**src/rtl/pll_ds_pkg.sv**
```systemverilog
// Package for the PLL divider search: widths, frequency limits, status codes
// and the high/low count encoder. No dependencies.
`timescale 1ns / 1ps
package pll_ds_pkg;
   localparam int HZ_W   = 30;
   localparam int TOL_W  = 27;
   localparam int DIV_W  = 7;
   localparam int DEN_W  = 2 * DIV_W;
   localparam int NUM_W  = HZ_W + DIV_W;
   localparam int MA_W   = 48;
   localparam int PROD_W = MA_W + DEN_W;
   localparam int ERR_W  = 48;
   localparam int WORD_W = 16;
   localparam int IDX_W  = 2;

   localparam int DEF_MAX_DIV_D  = 80;
   localparam int DEF_MAX_DIV_MO = 64;
   localparam int DEF_MIN_DIV_M  = 5;

   localparam logic [HZ_W-1:0]  RST_INPUT_CLOCK = 30'd100000000;
   localparam logic [HZ_W-1:0]  RST_OUTPUT_MAX  = 30'd750000000;
   localparam logic [TOL_W-1:0] RST_TOLERANCE   = 27'd1000;

   localparam logic [MA_W-1:0] CLK_MIN_HZ = 48'd10000000;
   localparam logic [MA_W-1:0] CLK_MAX_HZ = 48'd800000000;
   localparam logic [MA_W-1:0] REQ_MAX_HZ = 48'd750000000;
   localparam logic [MA_W-1:0] PFD_MIN_HZ = 48'd10000000;
   localparam logic [MA_W-1:0] PFD_MAX_HZ = 48'd300000000;
   localparam logic [MA_W-1:0] VCO_MIN_HZ = 48'd600000000;
   localparam logic [MA_W-1:0] VCO_MAX_HZ = 48'd1440000000;

   localparam logic [IDX_W-1:0] REG_INPUT_CLOCK = 2'd0;
   localparam logic [IDX_W-1:0] REG_OUTPUT_MAX  = 2'd1;
   localparam logic [IDX_W-1:0] REG_TOLERANCE   = 2'd2;

   localparam logic [2:0] ST_OK        = 3'd0;
   localparam logic [2:0] ST_CLK_RANGE = 3'd1;
   localparam logic [2:0] ST_REQ_RANGE = 3'd2;
   localparam logic [2:0] ST_TOL_ZERO  = 3'd3;
   localparam logic [2:0] ST_NONE      = 3'd4;

   localparam logic [WORD_W-1:0] WORD_D_ONE   = 16'h3001;
   localparam logic [WORD_W-1:0] WORD_O_ONE   = 16'h1001;
   localparam logic [WORD_W-1:0] WORD_EXT_ONE = 16'h00C0;
   localparam logic [WORD_W-1:0] WORD_BASE    = 16'h1000;

   // high count in [12:6], low count in [5:0]; zero for n <= 1
   function automatic logic [WORD_W-1:0] hl_code(input logic [DIV_W:0] n);
      logic [DIV_W:0] lo;
      logic [DIV_W:0] hi;
      logic [WORD_W-1:0] code;
      lo = n >> 1;
      hi = n - lo;
      code = ({8'd0, hi} << 6) | {8'd0, lo};
      if (n <= 1) begin
         code = '0;
      end
      return code;
   endfunction
endpackage

```
**src/rtl/pll_divider_search.sv**
```systemverilog
// Top level of the PLL divider search: sequencer, shared multiplier and
// serial divider. Depends on pll_ds_pkg.
`timescale 1ns / 1ps
// Usage:
//  - Configure input_clock_hz (0), output_max_hz (1), tolerance_hz (2) through
//    csr_wr_en/csr_index/csr_wr_data while the block is idle. Other indexes
//    are ignored. Reset loads 100 MHz, 750 MHz and 1000 Hz.
//  - Pulse start with req_requested_hz while busy is low. The word is taken
//    at that edge and busy rises.
//  - One result word comes out per request: rsp_valid is high for exactly one
//    cycle with all rsp_ fields; the receiver cannot stall it.
//  - Range errors (clock, request, zero tolerance) skip the search entirely.
//  - Otherwise the search walks D up, M down, O down. Each D, each M tried
//    under a passing D and each O candidate is checked in its own states,
//    all through the single 48x14 multiplier that every search compare goes
//    through. With default limits at most 80 D values, 4800 D/M pairs and
//    307200 O candidates are tried; a typical clock needs far less search
//    since most D and M values fail the PFD/VCO window.
//  - A hit is then finished by three 37-step divisions for output, VCO and
//    PFD frequency.
//  - Reset returns to idle and drops any search in flight.
module pll_divider_search #(
   parameter int MAX_DIV_D  = pll_ds_pkg::DEF_MAX_DIV_D,
   parameter int MAX_DIV_MO = pll_ds_pkg::DEF_MAX_DIV_MO,
   parameter int MIN_DIV_M  = pll_ds_pkg::DEF_MIN_DIV_M
) (
   input  logic clock,
   input  logic reset,
   input  logic start,
   output logic busy,
   input  logic [pll_ds_pkg::HZ_W-1:0] req_requested_hz,
   input  logic csr_wr_en,
   input  logic [pll_ds_pkg::IDX_W-1:0] csr_index,
   input  logic [pll_ds_pkg::HZ_W-1:0] csr_wr_data,
   output logic rsp_valid,
   output logic [2:0] rsp_status,
   output logic [pll_ds_pkg::DIV_W-1:0] rsp_div_d,
   output logic [pll_ds_pkg::DIV_W-1:0] rsp_div_m,
   output logic [pll_ds_pkg::DIV_W-1:0] rsp_div_o,
   output logic [pll_ds_pkg::WORD_W-1:0] rsp_word_divclk,
   output logic [pll_ds_pkg::WORD_W-1:0] rsp_word_feedback,
   output logic [pll_ds_pkg::WORD_W-1:0] rsp_word_out0,
   output logic [pll_ds_pkg::WORD_W-1:0] rsp_word_out0_ext,
   output logic [pll_ds_pkg::WORD_W-1:0] rsp_word_out1,
   output logic [30:0] rsp_achieved_hz,
   output logic [30:0] rsp_vco_hz,
   output logic [28:0] rsp_pfd_hz
);
   localparam int DW = pll_ds_pkg::DIV_W;
   localparam int NW = pll_ds_pkg::NUM_W;
   localparam int AW = pll_ds_pkg::MA_W;
   localparam int PW = pll_ds_pkg::PROD_W;
   localparam int EW = pll_ds_pkg::ERR_W;
   localparam int QW = pll_ds_pkg::DEN_W;
   localparam int HW = pll_ds_pkg::HZ_W;
   localparam logic [DW-1:0] D_MAX = DW'(MAX_DIV_D);
   localparam logic [DW-1:0] MO_MAX = DW'(MAX_DIV_MO);
   localparam logic [DW-1:0] M_MIN = DW'(MIN_DIV_M);
   localparam logic M_EMPTY = (MIN_DIV_M > MAX_DIV_MO);

   localparam logic [4:0] S_IDLE = 5'd0;
   localparam logic [4:0] S_D_LO = 5'd1;
   localparam logic [4:0] S_D_HI = 5'd2;
   localparam logic [4:0] S_D_CHK = 5'd3;
   localparam logic [4:0] S_M_NUM = 5'd4;
   localparam logic [4:0] S_M_LO = 5'd5;
   localparam logic [4:0] S_M_HI = 5'd6;
   localparam logic [4:0] S_M_CHK = 5'd7;
   localparam logic [4:0] S_O_DEN = 5'd8;
   localparam logic [4:0] S_O_TGT = 5'd9;
   localparam logic [4:0] S_O_TOL = 5'd10;
   localparam logic [4:0] S_O_MAX = 5'd11;
   localparam logic [4:0] S_O_BA = 5'd12;
   localparam logic [4:0] S_O_BB = 5'd13;
   localparam logic [4:0] S_O_CMP = 5'd14;
   localparam logic [4:0] S_F_NUM = 5'd15;
   localparam logic [4:0] S_F_LOAD = 5'd16;
   localparam logic [4:0] S_DIV = 5'd17;
   localparam logic [4:0] S_DONE = 5'd18;

   // configuration
   logic [HW-1:0] fin_ff, omax_ff;
   logic [pll_ds_pkg::TOL_W-1:0] tol_ff;

   always_ff @(posedge clock) begin
      if (reset) begin
         fin_ff  <= pll_ds_pkg::RST_INPUT_CLOCK;
         omax_ff <= pll_ds_pkg::RST_OUTPUT_MAX;
         tol_ff  <= pll_ds_pkg::RST_TOLERANCE;
      end else if (csr_wr_en) begin
         case (csr_index)
            pll_ds_pkg::REG_INPUT_CLOCK: fin_ff <= csr_wr_data;
            pll_ds_pkg::REG_OUTPUT_MAX: omax_ff <= csr_wr_data;
            pll_ds_pkg::REG_TOLERANCE: tol_ff <= csr_wr_data[pll_ds_pkg::TOL_W-1:0];
            default: ;
         endcase
      end
   end

   logic [4:0] state_ff, state_in;
   logic [HW-1:0] req_ff, req_in;
   logic [DW-1:0] d_ff, d_in, m_ff, m_in, o_ff, o_in;
   logic [DW-1:0] bd_ff, bd_in, bm_ff, bm_in, bo_ff, bo_in;
   logic [QW-1:0] bden_ff, bden_in, den_ff, den_in;
   logic [EW-1:0] berr_ff, berr_in, err_ff, err_in;
   logic found_ff, found_in, flag_ff, flag_in;
   logic [NW-1:0] num_ff, num_in;
   logic [PW-1:0] tmp_ff, tmp_in, prod_ff;
   logic [2:0] status_ff, status_in;
   logic valid_ff, valid_in;
   logic [AW-1:0] mul_a;
   logic [QW-1:0] mul_b;
   logic adv_o, adv_m, adv_d;
   // divider
   logic [NW-1:0] quo_ff, quo_in;
   logic [QW-1:0] rem_ff, rem_in, dvs_ff, dvs_in;
   logic [5:0] cnt_ff, cnt_in;
   logic [1:0] sel_ff, sel_in;
   logic [30:0] ach_ff, ach_in, vco_ff, vco_in;
   logic [28:0] pfd_ff, pfd_in;
   logic [QW:0] rem_sh;
   logic rem_ge;
   logic [PW-1:0] num_w, err_abs;

   assign rem_sh  = {rem_ff, quo_ff[NW-1]};
   assign rem_ge  = rem_sh >= {1'b0, dvs_ff};
   assign num_w   = PW'(num_ff);
   assign err_abs = (num_w >= prod_ff) ? num_w - prod_ff : prod_ff - num_w;

   // shared multiplier, product registered
   always_ff @(posedge clock) begin
      prod_ff <= PW'(mul_a) * PW'(mul_b);
   end

   always_comb begin
      mul_a = '0;
      mul_b = '0;
      case (state_ff)
         S_D_LO: begin mul_a = pll_ds_pkg::PFD_MIN_HZ; mul_b = QW'(d_ff); end
         S_D_HI: begin mul_a = pll_ds_pkg::PFD_MAX_HZ; mul_b = QW'(d_ff); end
         S_M_NUM: begin mul_a = AW'(fin_ff); mul_b = QW'(m_ff); end
         S_M_LO: begin mul_a = pll_ds_pkg::VCO_MIN_HZ; mul_b = QW'(d_ff); end
         S_M_HI: begin mul_a = pll_ds_pkg::VCO_MAX_HZ; mul_b = QW'(d_ff); end
         S_O_DEN: begin mul_a = AW'(d_ff); mul_b = QW'(o_ff); end
         S_O_TGT: begin mul_a = AW'(req_ff); mul_b = prod_ff[QW-1:0]; end
         S_O_TOL: begin mul_a = AW'(tol_ff); mul_b = den_ff; end
         S_O_MAX: begin mul_a = AW'(omax_ff); mul_b = den_ff; end
         S_O_BA: begin mul_a = err_ff; mul_b = bden_ff; end
         S_O_BB: begin mul_a = berr_ff; mul_b = den_ff; end
         S_F_NUM: begin mul_a = AW'(fin_ff); mul_b = QW'(bm_ff); end
         default: ;
      endcase
   end

   always_comb begin
      state_in = state_ff;
      req_in = req_ff;
      d_in = d_ff; m_in = m_ff; o_in = o_ff;
      bd_in = bd_ff; bm_in = bm_ff; bo_in = bo_ff;
      bden_in = bden_ff; berr_in = berr_ff; found_in = found_ff;
      den_in = den_ff; err_in = err_ff; flag_in = flag_ff;
      num_in = num_ff; tmp_in = tmp_ff;
      status_in = status_ff;
      valid_in = 1'b0;
      quo_in = quo_ff; rem_in = rem_ff; dvs_in = dvs_ff;
      cnt_in = cnt_ff; sel_in = sel_ff;
      ach_in = ach_ff; vco_in = vco_ff; pfd_in = pfd_ff;
      adv_o = 1'b0; adv_m = 1'b0; adv_d = 1'b0;
      case (state_ff)
         S_IDLE: begin
            if (start) begin
               req_in = req_requested_hz;
               if (AW'(fin_ff) < pll_ds_pkg::CLK_MIN_HZ ||
                   AW'(fin_ff) > pll_ds_pkg::CLK_MAX_HZ) begin
                  status_in = pll_ds_pkg::ST_CLK_RANGE;
                  state_in = S_DONE;
               end else if (req_requested_hz == '0 ||
                            AW'(req_requested_hz) > pll_ds_pkg::REQ_MAX_HZ) begin
                  status_in = pll_ds_pkg::ST_REQ_RANGE;
                  state_in = S_DONE;
               end else if (tol_ff == '0) begin
                  status_in = pll_ds_pkg::ST_TOL_ZERO;
                  state_in = S_DONE;
               end else begin
                  status_in = pll_ds_pkg::ST_OK;
                  bd_in = '0; bm_in = '0; bo_in = '0;
                  berr_in = '0; bden_in = '0; found_in = 1'b0;
                  d_in = DW'(1);
                  state_in = S_D_LO;
               end
            end
         end
         S_D_LO: state_in = S_D_HI;
         S_D_HI: begin
            flag_in = PW'(fin_ff) < prod_ff;
            state_in = S_D_CHK;
         end
         S_D_CHK: begin
            if (flag_ff || PW'(fin_ff) > prod_ff || M_EMPTY) begin
               adv_d = 1'b1;
            end else begin
               m_in = MO_MAX;
               state_in = S_M_NUM;
            end
         end
         S_M_NUM: state_in = S_M_LO;
         S_M_LO: begin
            num_in = prod_ff[NW-1:0];
            state_in = S_M_HI;
         end
         S_M_HI: begin
            flag_in = num_w < prod_ff;
            state_in = S_M_CHK;
         end
         S_M_CHK: begin
            if (flag_ff || num_w > prod_ff) begin
               adv_m = 1'b1;
            end else begin
               o_in = MO_MAX;
               state_in = S_O_DEN;
            end
         end
         S_O_DEN: state_in = S_O_TGT;
         S_O_TGT: begin
            den_in = prod_ff[QW-1:0];
            state_in = S_O_TOL;
         end
         S_O_TOL: begin
            err_in = err_abs[EW-1:0];
            state_in = S_O_MAX;
         end
         S_O_MAX: begin
            flag_in = PW'(err_ff) > prod_ff;
            state_in = S_O_BA;
         end
         S_O_BA: begin
            if (flag_ff || num_w > prod_ff) begin
               adv_o = 1'b1;
            end else if (!found_ff) begin
               found_in = 1'b1;
               bd_in = d_ff; bm_in = m_ff; bo_in = o_ff;
               berr_in = err_ff; bden_in = den_ff;
               adv_o = 1'b1;
            end else begin
               state_in = S_O_BB;
            end
         end
         S_O_BB: begin
            tmp_in = prod_ff;
            state_in = S_O_CMP;
         end
         S_O_CMP: begin
            // strictly closer only; ties keep the earlier hit
            if (tmp_ff < prod_ff) begin
               bd_in = d_ff; bm_in = m_ff; bo_in = o_ff;
               berr_in = err_ff; bden_in = den_ff;
            end
            adv_o = 1'b1;
         end
         S_F_NUM: state_in = S_F_LOAD;
         S_F_LOAD: begin
            num_in = prod_ff[NW-1:0];
            // sel 0: fin*M/(D*O), 1: fin*M/D, 2: fin/D
            case (sel_ff)
               2'd0: begin quo_in = prod_ff[NW-1:0]; dvs_in = bden_ff; end
               2'd1: begin quo_in = num_ff; dvs_in = QW'(bd_ff); end
               default: begin quo_in = NW'(fin_ff); dvs_in = QW'(bd_ff); end
            endcase
            if (sel_ff != 2'd0) begin
               num_in = num_ff;
            end
            rem_in = '0;
            cnt_in = 6'(NW);
            state_in = S_DIV;
         end
         S_DIV: begin
            if (cnt_ff == '0) begin
               case (sel_ff)
                  2'd0: ach_in = quo_ff[30:0];
                  2'd1: vco_in = quo_ff[30:0];
                  default: pfd_in = quo_ff[28:0];
               endcase
               if (sel_ff == 2'd2) begin
                  state_in = S_DONE;
               end else begin
                  sel_in = sel_ff + 2'd1;
                  state_in = S_F_LOAD;
               end
            end else begin
               rem_in = rem_ge ? QW'(rem_sh - {1'b0, dvs_ff}) : rem_sh[QW-1:0];
               quo_in = {quo_ff[NW-2:0], rem_ge};
               cnt_in = cnt_ff - 6'd1;
            end
         end
         S_DONE: begin
            valid_in = 1'b1;
            state_in = S_IDLE;
         end
         default: state_in = S_IDLE;
      endcase

      // loop advance: O down, then M down, then D up
      if (adv_o) begin
         if (o_ff == DW'(1)) begin
            adv_m = 1'b1;
         end else begin
            o_in = o_ff - DW'(1);
            state_in = S_O_DEN;
         end
      end
      if (adv_m) begin
         if (m_ff == M_MIN) begin
            adv_d = 1'b1;
         end else begin
            m_in = m_ff - DW'(1);
            state_in = S_M_NUM;
         end
      end
      if (adv_d) begin
         if (d_ff == D_MAX) begin
            d_in = '0; m_in = '0; o_in = '0;
            sel_in = 2'd0;
            if (found_in) begin
               state_in = S_F_NUM;
            end else begin
               status_in = pll_ds_pkg::ST_NONE;
               state_in = S_DONE;
            end
         end else begin
            d_in = d_ff + DW'(1);
            state_in = S_D_LO;
         end
      end
   end

   always_ff @(posedge clock) begin
      if (reset) begin
         state_ff <= S_IDLE;
         valid_ff <= 1'b0;
         d_ff <= '0; m_ff <= '0; o_ff <= '0;
         bd_ff <= '0; bm_ff <= '0; bo_ff <= '0;
         berr_ff <= '0; found_ff <= 1'b0;
         status_ff <= pll_ds_pkg::ST_OK;
         sel_ff <= '0;
         cnt_ff <= '0;
      end else begin
         state_ff <= state_in;
         valid_ff <= valid_in;
         d_ff <= d_in; m_ff <= m_in; o_ff <= o_in;
         bd_ff <= bd_in; bm_ff <= bm_in; bo_ff <= bo_in;
         berr_ff <= berr_in; found_ff <= found_in;
         status_ff <= status_in;
         sel_ff <= sel_in;
         cnt_ff <= cnt_in;
      end
   end

   always_ff @(posedge clock) begin
      req_ff <= req_in;
      bden_ff <= bden_in;
      den_ff <= den_in;
      err_ff <= err_in;
      flag_ff <= flag_in;
      num_ff <= num_in;
      tmp_ff <= tmp_in;
      quo_ff <= quo_in;
      rem_ff <= rem_in;
      dvs_ff <= dvs_in;
      ach_ff <= ach_in;
      vco_ff <= vco_in;
      pfd_ff <= pfd_in;
   end

   // result word; every field but status is zero on an error
   logic ok;
   assign ok = status_ff == pll_ds_pkg::ST_OK;
   assign busy = state_ff != S_IDLE;
   assign rsp_valid = valid_ff;
   assign rsp_status = status_ff;
   assign rsp_div_d = ok ? bd_ff : '0;
   assign rsp_div_m = ok ? bm_ff : '0;
   assign rsp_div_o = ok ? bo_ff : '0;
   assign rsp_word_divclk = !ok ? '0 : (bd_ff == DW'(1)) ? pll_ds_pkg::WORD_D_ONE :
                            pll_ds_pkg::hl_code({1'b0, bd_ff});
   assign rsp_word_feedback = !ok ? '0 :
                              pll_ds_pkg::WORD_BASE | pll_ds_pkg::hl_code({1'b0, bm_ff});
   assign rsp_word_out0 = !ok ? '0 : (bo_ff == DW'(1)) ? pll_ds_pkg::WORD_O_ONE :
                          pll_ds_pkg::WORD_BASE | pll_ds_pkg::hl_code({1'b0, bo_ff});
   assign rsp_word_out0_ext = (ok && bo_ff == DW'(1)) ? pll_ds_pkg::WORD_EXT_ONE : '0;
   assign rsp_word_out1 = !ok ? '0 :
                          pll_ds_pkg::WORD_BASE | pll_ds_pkg::hl_code({bo_ff, 1'b0});
   assign rsp_achieved_hz = ok ? ach_ff : '0;
   assign rsp_vco_hz = ok ? vco_ff : '0;
   assign rsp_pfd_hz = ok ? pfd_ff : '0;
endmodule

```
**config.mk**
```make
export PLATFORM = sky130hd
export DESIGN_NAME = pll_divider_search
export DESIGN_NICKNAME = d
export VERILOG_FILES = /design/src/rtl/pll_ds_pkg.sv /design/src/rtl/pll_divider_search.sv
export SDC_FILE = /design/constraint.sdc
export NUM_CORES = 2
export LEC_CHECK = 0
export BUFFER_PORTS_ARGS = -buffer_cell sky130_fd_sc_hd__buf_4
export CORE_MARGIN = 1.5
export CORE_UTILIZATION = 65
export DETAILED_ROUTE_END_ITERATION = 7
export PLACE_DENSITY = 0.89
export RECOVER_POWER = 50
export SETUP_SLACK_MARGIN = 0.5
export SYNTH_ARGS = -nofsm -noshare
export SYNTH_HDL_FRONTEND = slang
export SYNTH_SLANG_ARGS = --single-unit
```
**constraint.sdc**
```tcl
create_clock -name clock -period 16.3 [get_ports clock]
set_input_delay 0.815 -clock clock [delete_from_list [all_inputs] [get_ports clock]]
set_output_delay 0.815 -clock clock [all_outputs]
set_load 0.01 [all_outputs]
```
# --- After elaboration in Yosys (flattened, before gate mapping) ---
# Index checks and enable logic that the tools add are counted.
word_totals:
  reg_bits: 619
  latch_bits: 0
  ramBits: 0
  romBits: 0
  inputBits: 66
  word_cells: 270
  memories: 0
classes:
  add_sub_neg: 12
  multipliers: 1
  div_mod_pow: 0
  order_cmp: 15
  n_eq_ne: 39
  n_shift: 0
  muxes: 132
  n_bitwise: 5
  reduce_logical: 35
ops:
  columns: ["op", "count"]
  rows:
  - ["one-hot mux 48 bit (11 select lines)", 1]
  - ["2-to-1 mux 48 bit", 8]
  - ["2-to-1 mux 7 bit", 36]
  - ["one-hot mux 37 bit (2 select lines)", 3]
  - ["2-to-1 mux 14 bit", 13]
  - ["one-hot mux 48 bit (3 select lines)", 1]
  - ["one-hot mux 14 bit (7 select lines)", 1]
  - ["2-to-1 mux 16 bit", 6]
  - ["one-hot mux 5 bit (18 select lines)", 1]
  - ["2-to-1 mux 5 bit", 16]
  - ["2-to-1 mux 37 bit", 2]
  - ["one-hot mux 7 bit (3 select lines)", 3]
  - ["greater-or-equal comparator 37 x 62 -> 1 bit", 1]
  - ["greater-than comparator 30 x 62 -> 1 bit", 1]
  - ["greater-than comparator 37 x 62 -> 1 bit", 1]
  - ["greater-than comparator 48 x 62 -> 1 bit", 1]
  - ["less-than comparator 30 x 62 -> 1 bit", 1]
  - ["less-than comparator 37 x 62 -> 1 bit", 1]
  - ["less-than comparator 62 bit", 1]
  - ["multiplier 48 x 14 -> 62 bit", 1]
  - ["2-to-1 mux 31 bit", 2]
  - ["greater-than comparator 30 bit, second input constant", 2]
  - ["subtractor 37 x 48 -> 48 bit", 1]
  - ["subtractor 48 x 37 -> 48 bit", 1]
  - ["54 further kinds", 134]

# --- Depth between registers and ports, before layout ---
logic_depth:
  depth_word: 11
  depth_mapped: 34
  mapped_depth_nobuf: 31

# --- Least setup slack after synthesis ---
# Ideal clock, no wire load.
synth_path:
  path_type: "register to register"
  startpoint: "register state_ff[4]"
  endpoint: "register prod_ff[55]"
  setup_ns: 0.127
  arrival_ns: 9.440
  path_slack_ns: 6.733
  stages_incl_launch_ff: 32
  path_buffers: 5
  synth_period_minus_slack_ns: 9.567
  path_cell_list: "dfxtp_1 clkbuf_1 nor2_1 nand2_1 nor2_1 clkbuf_1 buf_1 a221oi_1 nand3_1 clkbuf_1 nand2_1 fa_1 inv_1 fa_1 fa_1 fa_1 fa_1 inv_1 fa_1 inv_1 ha_1 clkbuf_1 a21o_1 a21o_1 a21oi_1 nand3_1 a211oi_1 o21ai_0 a21o_1 o41ai_1 o21ai_0 xor2_1"
synth_between:
  elab_chain_cells: 4
synth_lines:
  columns: ["element", "line_no", "source"]
  rows:
  - ["start: declaration", "pll_divider_search.sv:100", "logic [4:0] state_ff, state_in;"]
  - ["start signal: assignment", "pll_divider_search.sv:347", "state_ff <= state_in;"]
  - ["== test 5 x 3 -> 1 bit, or another cell as far along", "pll_divider_search.sv:138", "case (state_ff)"]
  - ["OR reduction 4 bit (no source line), or another cell as far along", null, null]
  - ["one-hot mux 14 bit (7 select lines) / one-hot mux 48 bit (11 select lines) (equally long branches)", "pll_divider_search.sv:138", null]
  - ["multiplier 48 x 14 -> 62 bit (*)", "pll_divider_search.sv:132", "prod_ff <= PW'(mul_a) * PW'(mul_b);"]
  - ["end signal: assignment", "pll_divider_search.sv:132", null]
  - ["end: declaration", "pll_divider_search.sv:108", "logic [PW-1:0] tmp_ff, tmp_in, prod_ff;"]
# Every way passes the cells marked *; elsewhere a longest branch is shown, timed or not.
# A chain may end at the register's enable or synchronous reset.

# --- Final worst setup path ---
layout_path:
  startpoint: "register state_ff[1]"
  endpoint: "register prod_ff[55]"
# The elaborated chain is that of the path after synthesis.

==> run_results.csv <==
group,metric,value,unit
worst_setup_path,worst-path-max-fanout,81,
yosys,avgSynthCellArea,9.13,um2
timing,setup_slack,3.25,ns
floorplan,die_h,295,um
flow_run,max-cap-violations,8,
yosys,netlist_top_cells_area,"fa_1 (20%), edfxtp_1 (20%), dfxtp_1 (9.3%)",
cts,cts_sinks,619,
yosys,synth_compound_area_share,13.2,%
timing,setup_viol,0,
yosys,synth_edf_count,362,
grt,antenna_found_initial,7,
worst_setup_path,critical_path_class,"flip-flop to flip-flop",
grt,grt_start_max_net_pins,98,
yosys,ys.flop_type,"edfxtp_1",
yosys,synth-seq-area-share,28.9,%
timing,setup_tns,0,ns
cts,clk_pin_slew,0.06,ns
layout,nFillCells,6243,
worst_setup_path,critPathSlowestCell,"clkbuf_1",
placement,post-place-ws,5.73,ns
placement,dp_cells,7236,
worst_setup_path,worst_path_largest_cell_delay,3.10,ns
cts,postCtsResizedCells,0,
floorplan,die_w,295,um
cts,cts_root_buffer,"clkbuf_16",
placement,gp_congestion,1.11,
routing,drc_errors,0,
layout,finalInstanceArea,60000,um2
layout,stdcell_count,7361,
routing,wl_per_cell,26.6,um
cts,holdBufCountCts,0,
hold_path,hold_path.class,"input port to flip-flop",
yosys,synth_common_cells,"nand2_1 (916), inv_1 (727), nor2_1 (559), fa_1 (555), ha_1 (410)",
routing,via_count,48400,
timing,max_freq,76.6,MHz
outcome,violations,"capacitance limit, slew limit",
yosys,synth_top_family_by_area,"adder cells",
pwr,p_leak,25.9,nW
cts,cts_buffers,68,
yosys,netlist_instances,6076,
layout,syn_to_final_growth,8.24,%
placement,post_dp_cell_area,58100,um2
placement,port_buffers,240,
floorplan,dieArea,87100,um2
yosys,yosysTopAreaCellShare,20.0,%
routing,vias_per_cell,6.58,
routing,drtIter0Drc,6822,
timing,clock_skew,0.0271,ns
cts,clk_latency,0.64,ns
floorplan,core_region_area,84100,um2
timing,finalCriticalPeriod,13.05,ns
floorplan,num_rows,106,
grt,overflow,0,
layout,regArea,16000,um2
yosys,async_reset_ff_share,0,%
cts,clockBufferDepth,3,
pwr,p_per_area,76.2,nW/um2
timing,fin_crit_sh,80.1,%
timing,rsz0062_at_grt,"no",
timing,tightest_slew,4.46,ns
grt,grt_pass1_wl,291000,um
yosys,ys_ff_latch,619,
worst_setup_path,cp-end-kind,"flip-flop",
yosys,yosys.area_share.adder,29.3,%
yosys,synthXorXnorAreaFrac,2.01,%
grt,grt_pass1_vias,47600,
cts,cts-htree-levels,3,
yosys,synth.most_common_cell,"nand2_1",
yosys,yosys.area.top_type,"fa_1",
yosys,synthMuxAreaShare,1.84,%
routing,antenna_left,0,
yosys,syn_area,55500,um2
floorplan,ioPinCount,263,
routing,first_pass_iters,8,
yosys,synthDistinctLibCells,98,
yosys,yosys.area_share.simple,17.3,%
worst_setup_path,critPathLaunchType,"flip-flop",
routing,wirelength,196000,um
placement,hpwlAfterDp,148000,um
timing,timing.slew.headroom,-197,%
cts,cts_setup_buffers,0,
timing,slew_viol_final,458,
cts,cts_tree,"built",
yosys,yosysWarnings,0,
grt,grt_usage,45.0,%
worst_setup_path,crit_top_cell,"fa_1",
pwr,ir_worst_vdd,0.000105,V
layout,drive_gt1_share,6.83,%
floorplan,start_util,66.0,%
layout,multi_input_area,35500,um2
outcome,status,"complete, but fails checks",
timing,hold_violations,0,
worst_setup_path,crit_arrival,13.56,ns
layout,fin_nets,7203,
worst_setup_path,critPathRequiredTime,16.81,ns
[layout by cell type, fill, tap and decap left out, types with 38 or more instances in the layout]
cell	count
a22oi_1	106
dfxtp_1	257
nand3_1	61
a31oi_1	58
a21o_1	123
buf_4	253
nand2_1	916
mux2i_1	95
xor2_1	38
inv_1	725
nor2_1	554
xnor2_1	89
clkbuf_1	79
o21ai_0	151
a211oi_1	44
edfxtp_1	362
nand2b_1	90
a21oi_1	316
clkbuf_16	68
fa_1	555
ha_1	410
nand4_1	68
nor3_1	60
and2_1	138
[critical path, delay by kind of cell (launching register included)]
kind	cells	cell delay, ns
buffers and inverters	4	3.25
AO/OA/AOI/OAI	9	3.56
adder cells (fa/ha/maj)	7	3.44
flip-flops	1	0.60
AND/OR/NAND/NOR	5	1.82
XOR/XNOR	1	0.20
[metrics by stage]
step           utilization (%)  hold WS [ns]  power, mW
6_report                  71.4         0.383       4.58
2_1_floorplan                -         0.409       2.52
3_3_place_gp              69.1         0.443       2.97
4_1_cts                   71.7         0.348       4.51
5_1_grt                   71.4         0.379       4.67
3_5_place_dp              69.1         0.448       2.98
[power breakdown]
| part | internal, mW | switching [mW] | total (mW) |
|---|---|---|---|
| sequential | 1.77 | 0.107 | 1.87 |
| clock | 0.857 | 0.704 | 1.56 |
| combinational | 0.368 | 0.773 | 1.14 |
| total | 2.99 | 1.58 | 4.58 |
[worst paths after layout]
path	startpoint	end	slack (ns)	cells after the start
min reg2reg	omax_ff[24]$_SDFFE_PP0P_	omax_ff[24]$_SDFFE_PP0P_	0.47	2
max reg2reg	state_ff[1]$_SDFF_PP0_	prod_ff[55]$_DFF_P_	3.25	26
max	state_ff[1]$_SDFF_PP0_	prod_ff[55]$_DFF_P_	3.25	26
min	req_requested_hz[17]	req_ff[17]$_DFFE_PP_	0.38	1
[registers in the layout, indices dropped and copies added, names as in the netlist, 14 cells and up]
name     cells
prod_ff     62
tmp_ff      62
berr_ff     48
err_ff      48
num_ff      37
quo_ff      37
ach_ff      31
vco_ff      31
fin_ff      30
omax_ff     30
req_ff      30
pfd_ff      29
tol_ff      27
bden_ff     14
den_ff      14
dvs_ff      14
rem_ff      14
[final cells by class]
type                    count  area share, %
multi-input cells        4433           59.1
inverters                 727           4.55
flip-flops and latches    619           26.7
diodes                      1        0.00417
well taps                1134           2.36
clock inverters            36          0.609
clock buffers              88           3.04
repair buffers            323           3.63
[routing by layer]
layer	track usage (%)	part of all wire [%]	routed length, um	up-vias
met5	0	0.027	53	-
met4	29.9	8.4	16400	8
met3	13.7	14	26700	933
met2	67.6	43	84200	3726
met1	56.3	35	68500	23300
li1	-	-	-	20500
[kinds of logic after synthesis]
family	after synthesis
other cells	1
compound gates	1100
xor+xnor	127
flops	619
simple gates	2118
mux	101
fa+ha+maj	965
buf+inv	1045
Power figures use the tool's default switching activity.
